**config.mk**
```make
export PLATFORM = sky130hd
export DESIGN_NAME = rtp_h264_depacketizer_flat
export DESIGN_NICKNAME = d
export VERILOG_FILES = /design/src/sv/rhd_pkg.sv /design/src/sv/rhd_if.sv /design/src/sv/rhd_div.sv /design/src/sv/rhd_dp.sv /design/src/sv/rhd_ctrl.sv /design/src/sv/rtp_h264_depacketizer.sv /design/src/flat_wrapper.sv
export SDC_FILE = /design/constraint.sdc
export NUM_CORES = 1
export LEC_CHECK = 0
export CAP_MARGIN = 20
export CORE_MARGIN = 2
export CORE_UTILIZATION = 45
export CTS_CLUSTER_DIAMETER = 120
export CTS_CLUSTER_SIZE = 25
export DETAILED_ROUTE_END_ITERATION = 12
export DONT_BUFFER_PORTS = 1
export SYNTH_ARGS = -nofsm -noshare
export SYNTH_HDL_FRONTEND = slang
export SYNTH_SLANG_ARGS = --single-unit
```
**constraint.sdc**
```tcl
create_clock -name i_clk -period 7.9 [get_ports i_clk]
set_clock_uncertainty 0.05 [all_clocks]
set_input_delay 1.58 -clock i_clk [delete_from_list [all_inputs] [get_ports i_clk]]
set_output_delay 1.58 -clock i_clk [all_outputs]
set_load 0.01 [all_outputs]
```
**src/sv/rhd_pkg.sv**
```systemverilog
// Shared types and constants of the RTP H.264 depacketizer.
// No dependencies; imported by every module of the block.
package rhd_pkg;

    localparam logic [1:0] KIND_DATA    = 2'd0;
    localparam logic [1:0] KIND_END     = 2'd1;
    localparam logic [1:0] KIND_ABORT   = 2'd2;
    localparam logic [1:0] KIND_UNKNOWN = 2'd3;

    localparam logic [1:0] CLS_DROP   = 2'd0;
    localparam logic [1:0] CLS_PASS   = 2'd1;
    localparam logic [1:0] CLS_FU_HDR = 2'd2;

    localparam logic [2:0] REG_AUDIO_PT   = 3'd0;
    localparam logic [2:0] REG_VIDEO_PT   = 3'd1;
    localparam logic [2:0] REG_AUDIO_EN   = 3'd2;
    localparam logic [2:0] REG_VIDEO_EN   = 3'd3;
    localparam logic [2:0] REG_AUDIO_RATE = 3'd4;
    localparam logic [2:0] REG_VIDEO_RATE = 3'd5;

    localparam logic [4:0] NAL_TYPE_MASK = 5'h1F;
    localparam logic [4:0] NAL_SLICE     = 5'h01;
    localparam logic [4:0] NAL_IDR       = 5'h05;
    localparam logic [4:0] NAL_SPS       = 5'h07;
    localparam logic [4:0] NAL_PPS       = 5'h08;
    localparam logic [4:0] NAL_FU_A      = 5'h1C;
    localparam logic [7:0] FU_NRI_MASK   = 8'hE0;

    localparam logic [19:0] USEC_PER_SEC = 20'd1000000;

    // which result the datapath loads into the output register
    typedef enum logic [4:0] {
        SEL_UNK   = 5'b00001,
        SEL_ABORT = 5'b00010,
        SEL_SC    = 5'b00100,
        SEL_BYTE  = 5'b01000,
        SEL_END   = 5'b10000
    } t_sel;

    // results one accepted byte causes, registered at accept
    typedef struct packed {
        logic unk;
        logic abort;
        logic sc;
        logic byte_en;
        logic fin;
    } t_plan;

    typedef struct packed {
        logic       accept;
        logic       emit;
        t_sel       sel;
        logic [1:0] sc_idx;
    } t_cmd;

    typedef struct packed {
        t_plan plan;
        logic  out_free;
        logic  div_done;
    } t_status;

    function automatic logic is_key_type(input logic [4:0] t);
        return (t == NAL_IDR) || (t == NAL_SPS) || (t == NAL_PPS);
    endfunction

endpackage

```
**src/sv/rhd_if.sv**
```systemverilog
// Channel interfaces of the depacketizer: input bytes, results, register writes.
// Depends on nothing.
interface rhd_in_if;
    logic        valid;
    logic        ready;
    logic [6:0]  payload_type;
    logic [7:0]  data_byte;
    logic        pkt_first;
    logic        pkt_last;
    logic        marker;
    logic [31:0] rtp_timestamp;
    modport source (output valid, payload_type, data_byte, pkt_first, pkt_last, marker,
                    rtp_timestamp, input ready);
    modport sink (input valid, payload_type, data_byte, pkt_first, pkt_last, marker,
                  rtp_timestamp, output ready);
endinterface

interface rhd_out_if;
    logic        valid;
    logic        ready;
    logic [1:0]  result_kind;
    logic [7:0]  out_byte;
    logic        is_video;
    logic        is_key;
    logic [23:0] frame_length;
    logic [31:0] stamp_sec;
    logic [19:0] stamp_usec;
    modport source (output valid, result_kind, out_byte, is_video, is_key, frame_length,
                    stamp_sec, stamp_usec, input ready);
    modport sink (input valid, result_kind, out_byte, is_video, is_key, frame_length,
                  stamp_sec, stamp_usec, output ready);
endinterface

interface rhd_cfg_if;
    logic        valid;
    logic        ready;
    logic [2:0]  index;
    logic [31:0] data;
    modport source (output valid, index, data, input ready);
    modport sink (input valid, index, data, output ready);
endinterface

```
**src/sv/rhd_div.sv**
```systemverilog
// Timestamp to seconds/microseconds converter: shared restoring divider.
// Uses rhd_pkg. sec = ts / rate, then usec = (rem * 1e6) / rate.
module rhd_div
    import rhd_pkg::*;
(
    input  logic        i_clk,
    input  logic        i_rst_n,
    input  logic        i_start,
    input  logic [31:0] i_ts,
    input  logic [31:0] i_rate,
    output logic        o_done,
    output logic [31:0] o_sec,
    output logic [19:0] o_usec
);
    typedef enum logic [3:0] {
        DV_IDLE = 4'b0001,
        DV_Q1   = 4'b0010,
        DV_MUL  = 4'b0100,
        DV_Q2   = 4'b1000
    } t_dv_state;

    t_dv_state   r_state, n_state;
    logic [31:0] r_rate;
    logic [31:0] r_rem;
    logic [31:0] r_sh;
    logic [4:0]  r_cnt;
    logic [31:0] r_sec;
    logic [19:0] r_usec;
    logic [32:0] trial;
    logic        fits;
    logic [51:0] prod;

    always_comb begin
        trial = {r_rem, r_sh[31]};
        fits  = trial >= {1'b0, r_rate};
        prod  = {20'b0, r_rem} * {32'b0, USEC_PER_SEC};
    end

    always_comb begin
        n_state = r_state;
        unique case (r_state)
            DV_IDLE: if (i_start && i_rate != 32'd0) n_state = DV_Q1;
            DV_Q1:   if (r_cnt == 5'd31) n_state = DV_MUL;
            DV_MUL:  n_state = DV_Q2;
            DV_Q2:   if (r_cnt == 5'd19) n_state = DV_IDLE;
            default: n_state = DV_IDLE;
        endcase
    end

    always_ff @(posedge i_clk) begin
        if (!i_rst_n) begin
            r_state <= DV_IDLE;
        end else begin
            r_state <= n_state;
        end
    end

    always_ff @(posedge i_clk) begin
        unique case (r_state)
            DV_IDLE: begin
                if (i_start) begin
                    r_rate <= i_rate;
                    r_rem  <= '0;
                    r_sh   <= i_ts;
                    r_cnt  <= '0;
                    r_sec  <= '0;
                    r_usec <= '0;
                end
            end
            DV_Q1, DV_Q2: begin
                r_rem <= fits ? (trial[31:0] - r_rate) : trial[31:0];
                r_sh  <= {r_sh[30:0], fits};
                r_cnt <= (r_state == DV_Q2 && r_cnt == 5'd19) ? 5'd0 : r_cnt + 5'd1;
                if (r_state == DV_Q2 && r_cnt == 5'd19) begin
                    r_usec <= {r_sh[18:0], fits};
                end
            end
            DV_MUL: begin
                // quotient of the first pass is complete here
                r_sec <= r_sh;
                r_rem <= prod[51:20];
                r_sh  <= {prod[19:0], 12'b0};
                r_cnt <= '0;
            end
            default: ;
        endcase
    end

    assign o_done = (r_state == DV_IDLE);
    assign o_sec  = r_sec;
    assign o_usec = r_usec;
endmodule

```
**src/sv/rhd_dp.sv**
```systemverilog
// Datapath: stream state, configuration registers, result register, divider.
// Uses rhd_pkg, rhd_if interfaces and rhd_div; driven by rhd_ctrl commands.
module rhd_dp
    import rhd_pkg::*;
#(
    parameter int LENGTH_BITS = 24
) (
    input  logic       i_clk,
    input  logic       i_rst_n,
    rhd_in_if.sink     i_in,
    rhd_out_if.source  o_out,
    rhd_cfg_if.sink    i_cfg,
    input  t_cmd       i_cmd,
    output t_status    o_status
);
    localparam logic [LENGTH_BITS-1:0] LenMax = '1;

    // configuration
    logic [6:0]  r_apt, r_vpt;
    logic        r_aen, r_ven;
    logic [31:0] r_arate, r_vrate;

    // stream state, index 0 audio, 1 video
    logic [31:0]            r_hts [2];
    logic                   r_act [2];
    logic [LENGTH_BITS-1:0] r_cnt [2];
    logic                   r_key;
    logic [1:0]             r_cls;
    logic [1:0]             r_pos;
    logic [7:0]             r_ind;

    // per-item results
    t_plan                  r_plan;
    logic [7:0]             r_byte;
    logic                   r_vid;
    logic [LENGTH_BITS-1:0] r_end_len;
    logic                   r_end_key;

    // output register
    logic        r_ovalid;
    logic [1:0]  r_kind;
    logic [7:0]  r_obyte;
    logic        r_ovid;
    logic        r_okey;
    logic [23:0] r_olen;
    logic [31:0] r_osec;
    logic [19:0] r_ousec;

    logic                   vid, aud, s;
    logic                   abort, fresh;
    logic [LENGTH_BITS-1:0] cnt0, cnt_new;
    logic [LENGTH_BITS:0]   sum;
    logic                   key_new;
    logic [31:0]            held;
    logic [1:0]             pos, cls_new, pos_new;
    logic [7:0]             ind_new, byte_new;
    logic                   sc, byte_en, fin;
    logic [4:0]             ntype, futype;
    logic [2:0]             nb;
    logic [LENGTH_BITS+23:0] len_ext;
    logic                   div_done;
    logic [31:0]            div_sec;
    logic [19:0]            div_usec;

    assign i_cfg.ready = 1'b1;

    always_ff @(posedge i_clk) begin
        if (!i_rst_n) begin
            r_apt   <= 7'd97;
            r_vpt   <= 7'd96;
            r_aen   <= 1'b1;
            r_ven   <= 1'b1;
            r_arate <= 32'd8000;
            r_vrate <= 32'd90000;
        end else if (i_cfg.valid) begin
            unique case (i_cfg.index)
                REG_AUDIO_PT:   r_apt   <= i_cfg.data[6:0];
                REG_VIDEO_PT:   r_vpt   <= i_cfg.data[6:0];
                REG_AUDIO_EN:   r_aen   <= i_cfg.data[0];
                REG_VIDEO_EN:   r_ven   <= i_cfg.data[0];
                REG_AUDIO_RATE: r_arate <= i_cfg.data;
                REG_VIDEO_RATE: r_vrate <= i_cfg.data;
                default: ;
            endcase
        end
    end

    always_comb begin
        vid    = r_ven && (i_in.payload_type == r_vpt);
        aud    = !vid && r_aen && (i_in.payload_type == r_apt);
        s      = vid;
        abort  = r_act[s] && (r_hts[s] != i_in.rtp_timestamp);
        fresh  = abort || !r_act[s];
        held   = fresh ? i_in.rtp_timestamp : r_hts[s];
        cnt0   = abort ? '0 : r_cnt[s];
        key_new = abort ? 1'b0 : r_key;
        pos    = i_in.pkt_first ? 2'd0 : r_pos;
        ntype  = i_in.data_byte[4:0] & NAL_TYPE_MASK;
        futype = i_in.data_byte[4:0];
        cls_new = r_cls;
        ind_new = r_ind;
        sc      = 1'b0;
        byte_en = 1'b0;
        byte_new = i_in.data_byte;
        if (!vid) begin
            byte_en = 1'b1;
        end else if (pos == 2'd0) begin
            if (ntype == NAL_SLICE || is_key_type(ntype)) begin
                sc      = 1'b1;
                byte_en = 1'b1;
                cls_new = CLS_PASS;
                if (is_key_type(ntype)) key_new = 1'b1;
            end else if (ntype == NAL_FU_A) begin
                ind_new = i_in.data_byte;
                cls_new = CLS_FU_HDR;
            end else begin
                cls_new = CLS_DROP;
            end
        end else if (r_cls == CLS_FU_HDR) begin
            if (i_in.data_byte[7]) begin
                sc       = 1'b1;
                byte_en  = 1'b1;
                byte_new = (r_ind & FU_NRI_MASK) | {3'b0, futype};
                if (is_key_type(futype)) key_new = 1'b1;
            end
            cls_new = CLS_PASS;
        end else if (r_cls == CLS_PASS) begin
            byte_en = 1'b1;
        end
        pos_new = (pos < 2'd2) ? pos + 2'd1 : 2'd2;
        nb      = sc ? 3'd5 : {2'b0, byte_en};
        sum     = {1'b0, cnt0} + {{(LENGTH_BITS-2){1'b0}}, nb};
        cnt_new = sum[LENGTH_BITS] ? LenMax : sum[LENGTH_BITS-1:0];
        fin     = i_in.pkt_last && i_in.marker;
        len_ext = {24'b0, r_end_len};
    end

    always_ff @(posedge i_clk) begin
        if (!i_rst_n) begin
            r_act[0] <= 1'b0;
            r_act[1] <= 1'b0;
            r_hts[0] <= '0;
            r_hts[1] <= '0;
            r_cnt[0] <= '0;
            r_cnt[1] <= '0;
            r_key    <= 1'b0;
            r_cls    <= CLS_DROP;
            r_pos    <= 2'd0;
            r_ind    <= 8'd0;
            r_plan   <= '0;
        end else if (i_cmd.accept) begin
            r_plan <= '0;
            if (!vid && !aud) begin
                r_plan.unk <= i_in.pkt_first;
            end else begin
                r_plan.abort   <= abort;
                r_plan.sc      <= sc;
                r_plan.byte_en <= byte_en;
                r_plan.fin     <= fin;
                r_hts[s]       <= held;
                r_act[s]       <= !fin;
                r_cnt[s]       <= fin ? '0 : cnt_new;
                if (vid) begin
                    r_key <= fin ? 1'b0 : key_new;
                    r_cls <= cls_new;
                    r_pos <= pos_new;
                    r_ind <= ind_new;
                end
            end
        end
    end

    always_ff @(posedge i_clk) begin
        if (i_cmd.accept) begin
            r_byte    <= byte_new;
            r_vid     <= vid;
            r_end_len <= cnt_new;
            r_end_key <= vid && key_new;
        end
    end

    rhd_div u_div (
        .i_clk   (i_clk),
        .i_rst_n (i_rst_n),
        .i_start (i_cmd.accept && (vid || aud) && fin),
        .i_ts    (held),
        .i_rate  (vid ? r_vrate : r_arate),
        .o_done  (div_done),
        .o_sec   (div_sec),
        .o_usec  (div_usec)
    );

    always_ff @(posedge i_clk) begin
        if (!i_rst_n) begin
            r_ovalid <= 1'b0;
        end else if (i_cmd.emit) begin
            r_ovalid <= 1'b1;
        end else if (o_out.ready) begin
            r_ovalid <= 1'b0;
        end
    end

    always_ff @(posedge i_clk) begin
        if (i_cmd.emit) begin
            r_obyte <= 8'd0;
            r_ovid  <= r_vid;
            r_okey  <= 1'b0;
            r_olen  <= 24'd0;
            r_osec  <= 32'd0;
            r_ousec <= 20'd0;
            unique case (i_cmd.sel)
                SEL_UNK: begin
                    r_kind <= KIND_UNKNOWN;
                    r_ovid <= 1'b0;
                end
                SEL_ABORT: r_kind <= KIND_ABORT;
                SEL_SC: begin
                    r_kind  <= KIND_DATA;
                    r_obyte <= (i_cmd.sc_idx == 2'd3) ? 8'd1 : 8'd0;
                end
                SEL_BYTE: begin
                    r_kind  <= KIND_DATA;
                    r_obyte <= r_byte;
                end
                SEL_END: begin
                    r_kind  <= KIND_END;
                    r_okey  <= r_end_key;
                    r_olen  <= len_ext[23:0];
                    r_osec  <= div_sec;
                    r_ousec <= div_usec;
                end
                default: r_kind <= KIND_UNKNOWN;
            endcase
        end
    end

    assign o_out.valid        = r_ovalid;
    assign o_out.result_kind  = r_kind;
    assign o_out.out_byte     = r_obyte;
    assign o_out.is_video     = r_ovid;
    assign o_out.is_key       = r_okey;
    assign o_out.frame_length = r_olen;
    assign o_out.stamp_sec    = r_osec;
    assign o_out.stamp_usec   = r_ousec;

    always_comb begin
        o_status.plan     = r_plan;
        o_status.out_free = !r_ovalid || o_out.ready;
        o_status.div_done = div_done;
    end
endmodule

```
**src/sv/rhd_ctrl.sv**
```systemverilog
// Controller: steps through the results of one accepted byte.
// Uses rhd_pkg; talks to rhd_dp through t_cmd / t_status only.
module rhd_ctrl
    import rhd_pkg::*;
(
    input  logic    i_clk,
    input  logic    i_rst_n,
    input  logic    i_in_valid,
    output logic    o_in_ready,
    input  t_status i_status,
    output t_cmd    o_cmd
);
    typedef enum logic [6:0] {
        ST_IDLE  = 7'b0000001,
        ST_PLAN  = 7'b0000010,
        ST_UNK   = 7'b0000100,
        ST_ABORT = 7'b0001000,
        ST_SC    = 7'b0010000,
        ST_BYTE  = 7'b0100000,
        ST_END   = 7'b1000000
    } t_state;

    t_state     r_state, n_state;
    logic [1:0] r_sc, n_sc;
    t_state     after_abort, after_byte;
    t_plan      plan;

    always_comb begin
        plan        = i_status.plan;
        after_byte  = plan.fin ? ST_END : ST_IDLE;
        after_abort = plan.sc ? ST_SC : (plan.byte_en ? ST_BYTE : after_byte);

        n_state      = r_state;
        n_sc         = r_sc;
        o_in_ready   = 1'b0;
        o_cmd.accept = 1'b0;
        o_cmd.emit   = 1'b0;
        o_cmd.sel    = SEL_BYTE;
        o_cmd.sc_idx = r_sc;
        unique case (r_state)
            ST_IDLE: begin
                o_in_ready   = 1'b1;
                o_cmd.accept = i_in_valid;
                if (i_in_valid) n_state = ST_PLAN;
            end
            ST_PLAN: begin
                n_sc    = 2'd0;
                n_state = plan.unk ? ST_UNK : (plan.abort ? ST_ABORT : after_abort);
            end
            ST_UNK: begin
                o_cmd.sel = SEL_UNK;
                if (i_status.out_free) begin
                    o_cmd.emit = 1'b1;
                    n_state    = ST_IDLE;
                end
            end
            ST_ABORT: begin
                o_cmd.sel = SEL_ABORT;
                if (i_status.out_free) begin
                    o_cmd.emit = 1'b1;
                    n_state    = after_abort;
                end
            end
            ST_SC: begin
                o_cmd.sel = SEL_SC;
                if (i_status.out_free) begin
                    o_cmd.emit = 1'b1;
                    n_sc       = r_sc + 2'd1;
                    if (r_sc == 2'd3) n_state = ST_BYTE;
                end
            end
            ST_BYTE: begin
                o_cmd.sel = SEL_BYTE;
                if (i_status.out_free) begin
                    o_cmd.emit = 1'b1;
                    n_state    = after_byte;
                end
            end
            ST_END: begin
                o_cmd.sel = SEL_END;
                if (i_status.out_free && i_status.div_done) begin
                    o_cmd.emit = 1'b1;
                    n_state    = ST_IDLE;
                end
            end
            default: n_state = ST_IDLE;
        endcase
    end

    always_ff @(posedge i_clk) begin
        if (!i_rst_n) begin
            r_state <= ST_IDLE;
            r_sc    <= 2'd0;
        end else begin
            r_state <= n_state;
            r_sc    <= n_sc;
        end
    end
endmodule

```
**src/sv/rtp_h264_depacketizer.sv**
```systemverilog
// Top level of the RTP H.264 depacketizer; joins controller and datapath.
// Uses rhd_pkg, rhd_if, rhd_ctrl, rhd_dp.
//
// One payload byte is taken per item. An item occupies the block for an accept
// step, a plan step and one emit per result, of which there are 0 to 7: a plain
// pass-through byte gives one result, a NAL start with its start code five. A
// byte carrying the marker on the last byte of a packet also waits for the
// timestamp conversion, a shared bit-serial divider (32-bit quotient pass,
// multiply step and 20-bit quotient pass from accept), with no wait for a zero clock
// rate. Results leave through a registered output; the
// controller keeps stepping while a result waits as long as the register
// frees up. Register writes are taken any cycle and must be made while idle.
module rtp_h264_depacketizer
    import rhd_pkg::*;
#(
    parameter int LENGTH_BITS = 24
) (
    input  logic      i_clk,
    input  logic      i_rst_n,
    rhd_in_if.sink    i_in,
    rhd_out_if.source o_out,
    rhd_cfg_if.sink   i_cfg
);
    t_cmd    cmd;
    t_status status;
    logic    in_ready;

    assign i_in.ready = in_ready;

    rhd_ctrl u_ctrl (
        .i_clk      (i_clk),
        .i_rst_n    (i_rst_n),
        .i_in_valid (i_in.valid),
        .o_in_ready (in_ready),
        .i_status   (status),
        .o_cmd      (cmd)
    );

    rhd_dp #(.LENGTH_BITS(LENGTH_BITS)) u_dp (
        .i_clk    (i_clk),
        .i_rst_n  (i_rst_n),
        .i_in     (i_in),
        .o_out    (o_out),
        .i_cfg    (i_cfg),
        .i_cmd    (cmd),
        .o_status (status)
    );
endmodule

```
**src/flat_wrapper.sv**
```systemverilog
// flat-port wrapper written by rule: the top's interface ports become plain ports
module rtp_h264_depacketizer_flat import rhd_pkg::*;
#(
    parameter int LENGTH_BITS = 24
)
  (i_clk, i_rst_n, i_in_valid, i_in_payload_type, i_in_data_byte, i_in_pkt_first, i_in_pkt_last, i_in_marker, i_in_rtp_timestamp, i_in_ready, o_out_valid, o_out_result_kind, o_out_out_byte, o_out_is_video, o_out_is_key, o_out_frame_length, o_out_stamp_sec, o_out_stamp_usec, o_out_ready, i_cfg_valid, i_cfg_index, i_cfg_data, i_cfg_ready);
  rhd_in_if i_in_i ();
  rhd_out_if o_out_i ();
  rhd_cfg_if i_cfg_i ();
  input  logic i_clk;
  input  logic i_rst_n;
  input wire logic [$bits(i_in_i.valid)-1:0] i_in_valid;
  input wire logic [$bits(i_in_i.payload_type)-1:0] i_in_payload_type;
  input wire logic [$bits(i_in_i.data_byte)-1:0] i_in_data_byte;
  input wire logic [$bits(i_in_i.pkt_first)-1:0] i_in_pkt_first;
  input wire logic [$bits(i_in_i.pkt_last)-1:0] i_in_pkt_last;
  input wire logic [$bits(i_in_i.marker)-1:0] i_in_marker;
  input wire logic [$bits(i_in_i.rtp_timestamp)-1:0] i_in_rtp_timestamp;
  output wire logic [$bits(i_in_i.ready)-1:0] i_in_ready;
  output wire logic [$bits(o_out_i.valid)-1:0] o_out_valid;
  output wire logic [$bits(o_out_i.result_kind)-1:0] o_out_result_kind;
  output wire logic [$bits(o_out_i.out_byte)-1:0] o_out_out_byte;
  output wire logic [$bits(o_out_i.is_video)-1:0] o_out_is_video;
  output wire logic [$bits(o_out_i.is_key)-1:0] o_out_is_key;
  output wire logic [$bits(o_out_i.frame_length)-1:0] o_out_frame_length;
  output wire logic [$bits(o_out_i.stamp_sec)-1:0] o_out_stamp_sec;
  output wire logic [$bits(o_out_i.stamp_usec)-1:0] o_out_stamp_usec;
  input wire logic [$bits(o_out_i.ready)-1:0] o_out_ready;
  input wire logic [$bits(i_cfg_i.valid)-1:0] i_cfg_valid;
  input wire logic [$bits(i_cfg_i.index)-1:0] i_cfg_index;
  input wire logic [$bits(i_cfg_i.data)-1:0] i_cfg_data;
  output wire logic [$bits(i_cfg_i.ready)-1:0] i_cfg_ready;
  assign i_in_i.valid = i_in_valid;
  assign i_in_i.payload_type = i_in_payload_type;
  assign i_in_i.data_byte = i_in_data_byte;
  assign i_in_i.pkt_first = i_in_pkt_first;
  assign i_in_i.pkt_last = i_in_pkt_last;
  assign i_in_i.marker = i_in_marker;
  assign i_in_i.rtp_timestamp = i_in_rtp_timestamp;
  assign i_in_ready = i_in_i.ready;
  assign o_out_valid = o_out_i.valid;
  assign o_out_result_kind = o_out_i.result_kind;
  assign o_out_out_byte = o_out_i.out_byte;
  assign o_out_is_video = o_out_i.is_video;
  assign o_out_is_key = o_out_i.is_key;
  assign o_out_frame_length = o_out_i.frame_length;
  assign o_out_stamp_sec = o_out_i.stamp_sec;
  assign o_out_stamp_usec = o_out_i.stamp_usec;
  assign o_out_i.ready = o_out_ready;
  assign i_cfg_i.valid = i_cfg_valid;
  assign i_cfg_i.index = i_cfg_index;
  assign i_cfg_i.data = i_cfg_data;
  assign i_cfg_ready = i_cfg_i.ready;
  rtp_h264_depacketizer #(.LENGTH_BITS(LENGTH_BITS)) u_core (.i_clk(i_clk), .i_rst_n(i_rst_n), .i_in(i_in_i), .o_out(o_out_i), .i_cfg(i_cfg_i));
endmodule
```
# Word-level counts from Yosys, hierarchy flattened
# Memories as Yosys holds them, arrays and structs flattened.
# Cells that the tools add are included.
# Widths: inputs -> output; s select.
# word_totals
register_bits	387
ramBits	114
input_bits	90
output_inout_bits	91
elab_cells	239
n_memories	3
# classes
addsub	5
multipliers	1
order_cmp	2
n_eq_ne	46
muxes	90
n_bitwise	3
n_reduce_logical	53
# memory_table
name	depth	width	rd	rd_clocked_by_memory_dff	write_ports	line	text
u_core.u_dp.r_hts	2	32	1	0	2	rhd_dp.sv:24	logic [31:0] r_hts [2];
u_core.u_dp.r_cnt	2	24	1	0	2	rhd_dp.sv:26	logic [LENGTH_BITS-1:0] r_cnt [2];
u_core.u_dp.r_act	2	1	1	0	2	rhd_dp.sv:25	logic r_act [2];
# ops
operator	n
$mux 32	6
$pmux 32 s3	2
$mux 24	4
$mux 7	12
$pmux 32 s2	1
$pmux 7 s7	1
$mul 32x14->46 const B	1
$mux 20	2
$pmux 20 s2	1
$mux 1	37
$ge 33x32->1	1
$mux 8	4
$ne 32x32->1	1
$reduce_bool 32->1	1
$reduce_or 32->1	1
$sub 32x32->32	1
$pmux 6 s5	1
$add 24x3->25	1
$reduce_or 24->1	1
$eq 5x5->1 const B	4
$reduce_and 2->1	10
$mux 4	4
$ne 2x2->1 const B	8
$pmux 4 s4	1
47 further kinds	94

# Longest topological paths before layout
# Gate-level depths: netlist (run 1).
# depth
depth_word	13
depth_mapped	23
ltp_nobuf	21

# Least setup slack after synthesis (run 1)
# No wires, ideal clock.
# synth_timing
path_type	input port to flip-flop
startpoint	in o_out_ready
endpoint	reg u_core.u_dp.r_olen[0], in the netlist u_core.u_dp.o_out.frame_length[0] (enable)
setup_ns	0.564
t_arrival_ns	5.898
required_time_ns	7.286
setup_slack_ns	1.388
cell_stages	2
n_path_buf	0
cell_sequence	inv_1 -> a21oi_1
# synth_rtl
item	line	text
start: declaration	flat_wrapper.sv:28	input wire logic [$bits(o_out_i.ready)-1:0] o_out_ready;
end signal: assignment	rhd_dp.sv:228	r_olen <= len_ext[23:0];
end: declaration	rhd_dp.sv:45	logic [23:0] r_olen;

# Worst setup path in the final report (run 1)
# layout_timing
startpoint	reg u_core.u_dp.u_div.r_rem[1]
endpoint	reg u_core.u_dp.u_div.r_rem[31], data pin
# layout_between
elab_chain_cells	3
word_cells_on_any_way	5
cone_classes	add/sub: 1; mul: 1; order compare: 1; mux: 2
# layout_rtl
item	line	text
start: declaration	rhd_div.sv:24	logic [31:0] r_rem;
start signal: assignment	rhd_div.sv:71	r_rem <= fits ? (trial[31:0] - r_rate) : trial[31:0];
start signal: assignment	rhd_div.sv:81	r_rem <= prod[51:20];
branches (longest 2 deep; another with $mul 32x14->46)	--	
$pmux 32 s3 *	rhd_div.sv:59	unique case (r_state)
# Mark *: on every way between the ends.
# A chain may end at the register's enable or synchronous reset.

==> results_dict.tcl, run 1 <==
set metrics [dict create \
    outcome "complete, no violations" \
    synth_ff_type "edfxtp_1" \
    cpMostUsedCell "fa_1" \
    cts-root-buf "clkbuf_16" \
    cp_data_arrival_time_ns 7.18 \
    relSlewSlack_pct 31.4 \
    finalWirelength_mm 76.3 \
    place_hpwl_mm 56.5 \
    final_nets 3232 \
    slew_violations 0 \
    portBuffers 0 \
    die_height_um 263 \
    numClockSinks 496 \
    synth_top_area_cell "edfxtp_1" \
    clkLatencyLatePin_ns 0.58 \
    worstHoldEndpoint "u_core.u_dp.r_arate[5]" \
    hp-class "reg2reg" \
    path_max_fanout 9 \
    power.switching_mw 1.07 \
    pwr_density_cell_nw_per_um2 145 \
    rsz0062_at_grt "no" \
    switching_share_pct 23.2 \
    clockBufferDepth 3 \
    yosysMostFrequentCell "edfxtp_1" \
    cp_num_buf_inv 4 \
    worst-r2r-cell-count 21 \
    intPower_mw 3.54 \
    setup_violations 0 \
    synth_common_cells "edfxtp_1 (387), nand2_1 (332), inv_1 (264)" \
    p_seq_share_pct 62.2 \
    hold_depth 2 \
    pwr-share-clk_pct 29.2 \
    dieWidth_um 263 \
    drive_gt1_share_pct 3.83 \
    grt_max_degree 108 \
    track_usage_pct 21.8 \
    cp_slowest_cell "edfxtp_1" \
    dieArea_um2 69400 \
    synth_area_leaders "edfxtp_1 (38%), fa_1 (9.0%), ha_1 (7.9%)" \
    cp.required_ns 8.16 \
    detail-route-antenna-nets 0 \
    antenna_found_initial 1 \
    cp.depth 21 \
    n_antenna_cell 0 \
    io_pins 181 \
    postCtsSetupBuffers 0 \
    dr.pass1.iters 5 \
    cts_resized 0 \
    gp_congestion 0.898 \
    rr_endpoint "u_core.u_dp.u_div.r_rem[31]" \
    hold_buffers 0 \
    synth_area_um2 30300 \
    grt_overflow_total 0 \
    min_period_over_period_pct 87.7 \
    r2r_start "u_core.u_dp.u_div.r_rem[1]" \
    vias_per_cell 5.61 \
    tightest_slew_ns 1.03 \
    finalHoldViolations 0 \
    ys_ff_latch 496 \
    clkTransAtPathRegs_ns 0.11 \
    fin_setup_tns_ns 0 \
    numCtsBuffers 23 \
    synth_top_area_share_pct 38.4 \
    fin_crit_ns 6.93 \
    cp-start-kind "register" \
    wl_per_cell_um 20.7 \
    crit_path_cell_trace "inv_1, fa_1, inv_1, fa_1, fa_1, fa_1, ha_1, inv_1, fa_1, inv_1, ha_1, a21oi_1, and3_1, or4_1, o21ai_1, o32a_1, o31ai_1, o31ai_1, o22ai_1, xnor2_1, o22ai_1" \
    num_rows 95 \
    drt_iter0_drc 1676 \
    power_frac_comb_pct 8.6 \
    synth_fp_nets 3287 \
    crit_type "reg2reg" \
    drc 0 \
    ys_seq_area_share_pct 45.6 \
    postSynthAreaPerCell_um2 10.5 \
    endpoint_kind "register" \
    critical_path.max_stage_delay_ns 0.60 \
    critPathTopFamily "adder cells" \
    syn_inst 2870 \
    grt_pass1_wl_mm 120 \
    r2r_slack_ns 0.97 \
    irDropWorstVdd_mv 0.153 \
    areaGrowthSynthToFinish_pct 5.20 \
    max_freq_ghz 0.144 \
    synthArstFlopShare_pct 0 \
    power.total_mw 4.61 \
    ys_warn_count 0 \
    grt_pass1_vias 20700 \
    initial_utilization_pct 45.2 \
    htree_num_levels 1 \
    vias 20700 \
    worstHoldStart "u_core.u_dp.r_arate[5]" \
    maxCapViolations 0 \
    ys_types 84 \
    coreArea_um2 66900 \
    synth_edf_count 387 \
    leakage_nw 12.5 \
    cts_tree "built" \
]
-- per-layer routing --
layer	track usage, %	vias up	routed length [um]
met2	35.3	623	35200
met5	0	-	0
met1	31.0	10200	34900
li1	-	9848	-
met3	3.67	73	4850
met4	4.40	0	1370
-- cell families after synthesis --
logic type / after synthesis / synth area share [%]
mux: 57 / 1.96
flops: 496 / 45.6
compound gates: 504 / 11.0
simple gates: 977 / 16.0
fa+ha+maj: 327 / 16.9
buf+inv: 380 / 4.81
xor+xnor: 128 / 3.73
other cells: 1 / 0.0124
-- placed cells by master (no fill, tap or decap), types with 8 or more instances in the layout --
| master | instances |
|---|---|
| dfxtp_1 | 109 |
| xor2_1 | 56 |
| ha_1 | 191 |
| clkbuf_1 | 8 |
| or3_1 | 9 |
| nand2_1 | 330 |
| o21ai_0 | 78 |
| fa_1 | 136 |
| edfxtp_1 | 387 |
| clkbuf_16 | 23 |
| nand2b_1 | 23 |
| buf_4 | 32 |
| nand3_1 | 69 |
| nor3_1 | 47 |
| a21boi_0 | 63 |
| xnor2_1 | 71 |
| or4_1 | 12 |
| and2_1 | 174 |
| nor2_1 | 158 |
| a211oi_1 | 11 |
| a21oi_1 | 114 |
| nand4_1 | 19 |
| nor2b_1 | 34 |
| a22oi_1 | 12 |
| o21a_1 | 17 |
| inv_1 | 264 |
| o21ai_1 | 12 |
| o22ai_1 | 30 |
| mux2i_1 | 43 |
| a21o_1 | 59 |
| and3_1 | 32 |
| a31oi_1 | 16 |
| nor4_1 | 24 |
| mux2_2 | 12 |
-- state kept, by name, indices dropped and copies added (netlist names), 8 cells and up --
signal and flops:
u_core.u_dp.r_byte 8, u_core.u_dp.u_div.r_rem 32, u_core.u_dp.u_div.r_rate 32, u_core.u_dp.r_hts 64
u_core.u_dp.o_out.stamp_usec 20, u_core.u_dp.o_out.frame_length 24, u_core.u_dp.r_end_len 24, u_core.u_dp.o_out.out_byte 8
u_core.u_dp.r_vrate 32, u_core.u_dp.o_out.stamp_sec 32, u_core.u_dp.u_div.o_usec 20, u_core.u_dp.r_cnt 48
u_core.u_dp.u_div.o_sec 32, u_core.u_dp.r_arate 32, u_core.u_dp.u_div.r_sh 32
-- final cells by class --
| type | instances | area, um^2 |
|---|---|---|
| tap | 873 | 1090 |
| fill | 6182 | 35100 |
| multi-input combinational | 1994 | 15100 |
| sequential | 496 | 13800 |
| clock inverter | 2 | 12.5 |
| clock buffer | 31 | 606 |
| inverter | 267 | 1010 |
| timing repair buffer | 33 | 268 |
-- worst max path at each step --
stage | start | endpoint | slack [ns]
floorplan | o_out_ready | u_core.u_dp.o_out.frame_length[0] | 1.39
global placement | i_in_payload_type[2] | u_core.u_dp.r_cnt[1][3] | 1.16
detailed placement | i_in_payload_type[3] | u_core.u_dp.r_cnt[1][3] | 0.92
CTS | u_core.u_dp.u_div.r_rem[1] | u_core.u_dp.u_div.r_rem[31] | 0.99
global route | u_core.u_dp.u_div.r_rem[7] | u_core.u_dp.u_div.r_rem[31] | 0.61
finish | u_core.u_dp.u_div.r_rem[1] | u_core.u_dp.u_div.r_rem[31] | 0.97
-- worst reg2reg max path, delay by kind of cell, from the launching register on --
family                     cells  cell delay, ns
adders and majority gates      7            3.17
and+or+nand+nor                2            0.68
DFF                            1            0.60
xor gates and xnor gates       1            0.20
buffers and inverters          4            0.28
AOI/OAI and AO/OA              7            1.67
-- through the flow --
stage | hold WS (ns) | worst slack (ns) | instances | utilization (%) | cell area, um^2
final | 0.417 | 0.975 | 3696 | 47.6 | 31800
after CTS | 0.421 | 0.986 | 3695 | 47.5 | 31800
after global routing | 0.437 | 0.614 | 3696 | 47.6 | 31800
after floorplan | 0.382 | 1.39 | 2870 | - | 30300
after detailed placement | 0.401 | 0.918 | 3662 | 46.6 | 31200
after global placement | 0.394 | 1.16 | 3662 | 46.6 | 31200
-- power groups by stage --
stage | Combinational (mW) | Clock (mW) | Sequential, mW
global route | 0.442 | 1.46 | 2.87
CTS | 0.393 | 1.38 | 2.87
detailed placement | 0.390 | 0 | 2.93
finish | 0.397 | 1.34 | 2.87
floorplan | 0.300 | 0 | 2.92
global placement | 0.387 | 0 | 2.93
Note: power is estimated with default switching activity, not from simulation.
==> inputs of run 2 (changes only) <==
==> constraint.sdc (replaced) <==
create_clock -name i_clk -period 7.9 [get_ports i_clk]
set_clock_uncertainty 0.05 [all_clocks]
set_input_delay 1.185 -clock i_clk [delete_from_list [all_inputs] [get_ports i_clk]]
set_output_delay 1.185 -clock i_clk [all_outputs]
set_load 0.01 [all_outputs]
==> run 2 against run 1 <==
Wire length down 0.78%. Fmax up 0.82%. Global-route usage about the same.
==> results_dict.tcl, run 2 (same netlist as run 1, synthesis figures left out) <==
set metrics [dict create \
    outcome "complete, no violations" \
    finalHoldViolations 0 \
    cts_tree "built" \
    mostFrequentLayoutCells "edfxtp_1 (387), nand2_1 (330), inv_1 (264), ha_1 (191), and2_1 (174)" \
    critical_path.max_stage_delay_ns 0.58 \
    htree_num_levels 1 \
    numClockSinks 496 \
    slew_violations 0 \
    pwr_density_cell_nw_per_um2 146 \
    hp-class "reg2reg" \
    setup_violations 0 \
    numCtsBuffers 23 \
    dieArea_um2 69400 \
    path_max_fanout 7 \
    grt_overflow_total 0 \
    wl_met2_mm 34.0 \
    n_antenna_cell 0 \
    vias 20600 \
    hold_depth 2 \
    clockBufferDepth 3 \
    r2r_slack_ns 1.03 \
    worstHoldEndpoint "u_core.u_dp.r_arate[5]" \
    relSlewSlack_pct 33.3 \
    die_height_um 263 \
    dieWidth_um 263 \
    detail-route-antenna-nets 0 \
    final_util_pct 47.6 \
    rsz0062_at_grt "no" \
    drt_iter0_drc 1474 \
    min_period_over_period_pct 86.9 \
    clkTransAtPathRegs_ns 0.10 \
    io_pins 181 \
    hold_buffers 0 \
    areaGrowthSynthToFinish_pct 5.32 \
    largest_reg_flops 64 \
    grt_pass1_vias 20500 \
    grt_pass1_wl_mm 120 \
    largest-register "u_core.u_dp.r_hts" \
    wl_met1_mm 35.3 \
    wl_per_cell_um 20.5 \
    cts-root-buf "clkbuf_16" \
    tightest_slew_ns 0.999 \
    fin_crit_ns 6.87 \
    final_cells 3694 \
    place_inst 3661 \
    crit_type "reg2reg" \
    crit_path_cell_trace "inv_1, fa_1, inv_1, fa_1, fa_1, fa_1, ha_1, inv_1, fa_1, inv_1, ha_1, a2111oi_0, o21ai_1, o21ai_0, o21ai_1, buf_4, o32a_1, o31ai_1, o21ai_0, a21oi_1, xor2_1, o22ai_1" \
    rr_endpoint "u_core.u_dp.u_div.r_rem[27]" \
    gp_congestion 0.872 \
    reg.largest.list "u_core.u_dp.r_hts x64, u_core.u_dp.r_cnt x48" \
    r2r_start "u_core.u_dp.u_div.r_rem[5]" \
    place_hpwl_mm 56.2 \
    initial_utilization_pct 45.2 \
    cp_slowest_cell "fa_1" \
    drive_gt1_share_pct 3.76 \
    final_nets 3230 \
    clkLatencyLatePin_ns 0.58 \
    fillers 6189 \
    track_usage_pct 21.8 \
    coreArea_um2 66900 \
    grt_max_degree 108 \
    drc 0 \
    final_common_cell "edfxtp_1" \
    cpMostUsedCell "fa_1" \
    cp.required_ns 8.17 \
    top_layer "met5" \
    dr.pass1.iters 5 \
    endpoint_kind "register" \
    cp-start-kind "register" \
    leakage_nw 12.5 \
    maxCapViolations 0 \
    max_freq_ghz 0.146 \
    finalWirelength_mm 75.7 \
    fin_setup_tns_ns 0 \
    wl_met3_mm 4.80 \
    cp_data_arrival_time_ns 7.14 \
    vias_per_cell 5.57 \
    postCtsSetupBuffers 0 \
    worst-r2r-cell-count 22 \
    antenna_found_initial 2 \
    cts_resized 0 \
    num_rows 95 \
    portBuffers 0 \
    irDropWorstVdd_mv 0.134 \
    worstHoldStart "u_core.u_dp.r_arate[5]" \
]
run 2: final cells by class:
cell class	count	area [um^2]	share of cell area [%]
clock buffer	31	606	1.90
clock inverter	2	38.8	0.122
inverter	267	1010	3.16
multi-input combinational	1994	15100	47.2
sequential	496	13800	43.3
tap	873	1090	3.43
timing repair buffer	31	273	0.856
run 2: report_power, final:
part	internal [mW]	switching, mW
clock	0.575	0.805
sequential	2.84	0.0270
combinational	0.158	0.238
total	3.57	1.07
run 2: worst max-delay path by stage:
stage                                    start                           endpoint  slack, ns  depth (start not counted)
finish              u_core.u_dp.u_div.r_rem[5]        u_core.u_dp.u_div.r_rem[27]       1.03                         22
global route        u_core.u_dp.u_div.r_rem[2]        u_core.u_dp.u_div.r_rem[28]       0.53                         21
CTS                 u_core.u_dp.u_div.r_rem[5]        u_core.u_dp.u_div.r_rem[27]       1.05                         22
detailed placement  u_core.u_dp.u_div.r_rem[2]        u_core.u_dp.u_div.r_rem[28]       1.09                         21
global placement    u_core.u_dp.u_div.r_rem[1]        u_core.u_dp.u_div.r_rem[28]       1.21                         21
floorplan             u_core.u_ctrl.r_state[0]  u_core.u_dp.o_out.frame_length[0]       1.65                          6
run 2: layer usage:
layer | track usage, % | vias to the layer above
met1 | 31.8 | 10000
met5 | 0 | -
met3 | 3.56 | 83
met2 | 34.2 | 583
li1 | - | 9848
met4 | 4.97 | 4
run 2: worst max-delay path, delay by kind of cell (launching register included):
kind	cells	cell delay, ns
compound gates	9	2.05
fa+ha+maj	7	3.23
xor+xnor	1	0.21
flops	1	0.55
buf+inv	5	0.50
run 2: stage by stage:
stage / worst slack [ns] / total power [mW] / hold WS (ns) / cell area (um^2)
6_report: 1.03 / 4.64 / 0.415 / 31900
5_1_grt: 0.528 / 4.82 / 0.437 / 31900
4_1_cts: 1.05 / 4.68 / 0.420 / 31900
3_5_place_dp: 1.09 / 3.32 / 0.405 / 31200
3_3_place_gp: 1.21 / 3.31 / 0.393 / 31200
2_1_floorplan: 1.65 / 3.22 / 0.382 / 30300
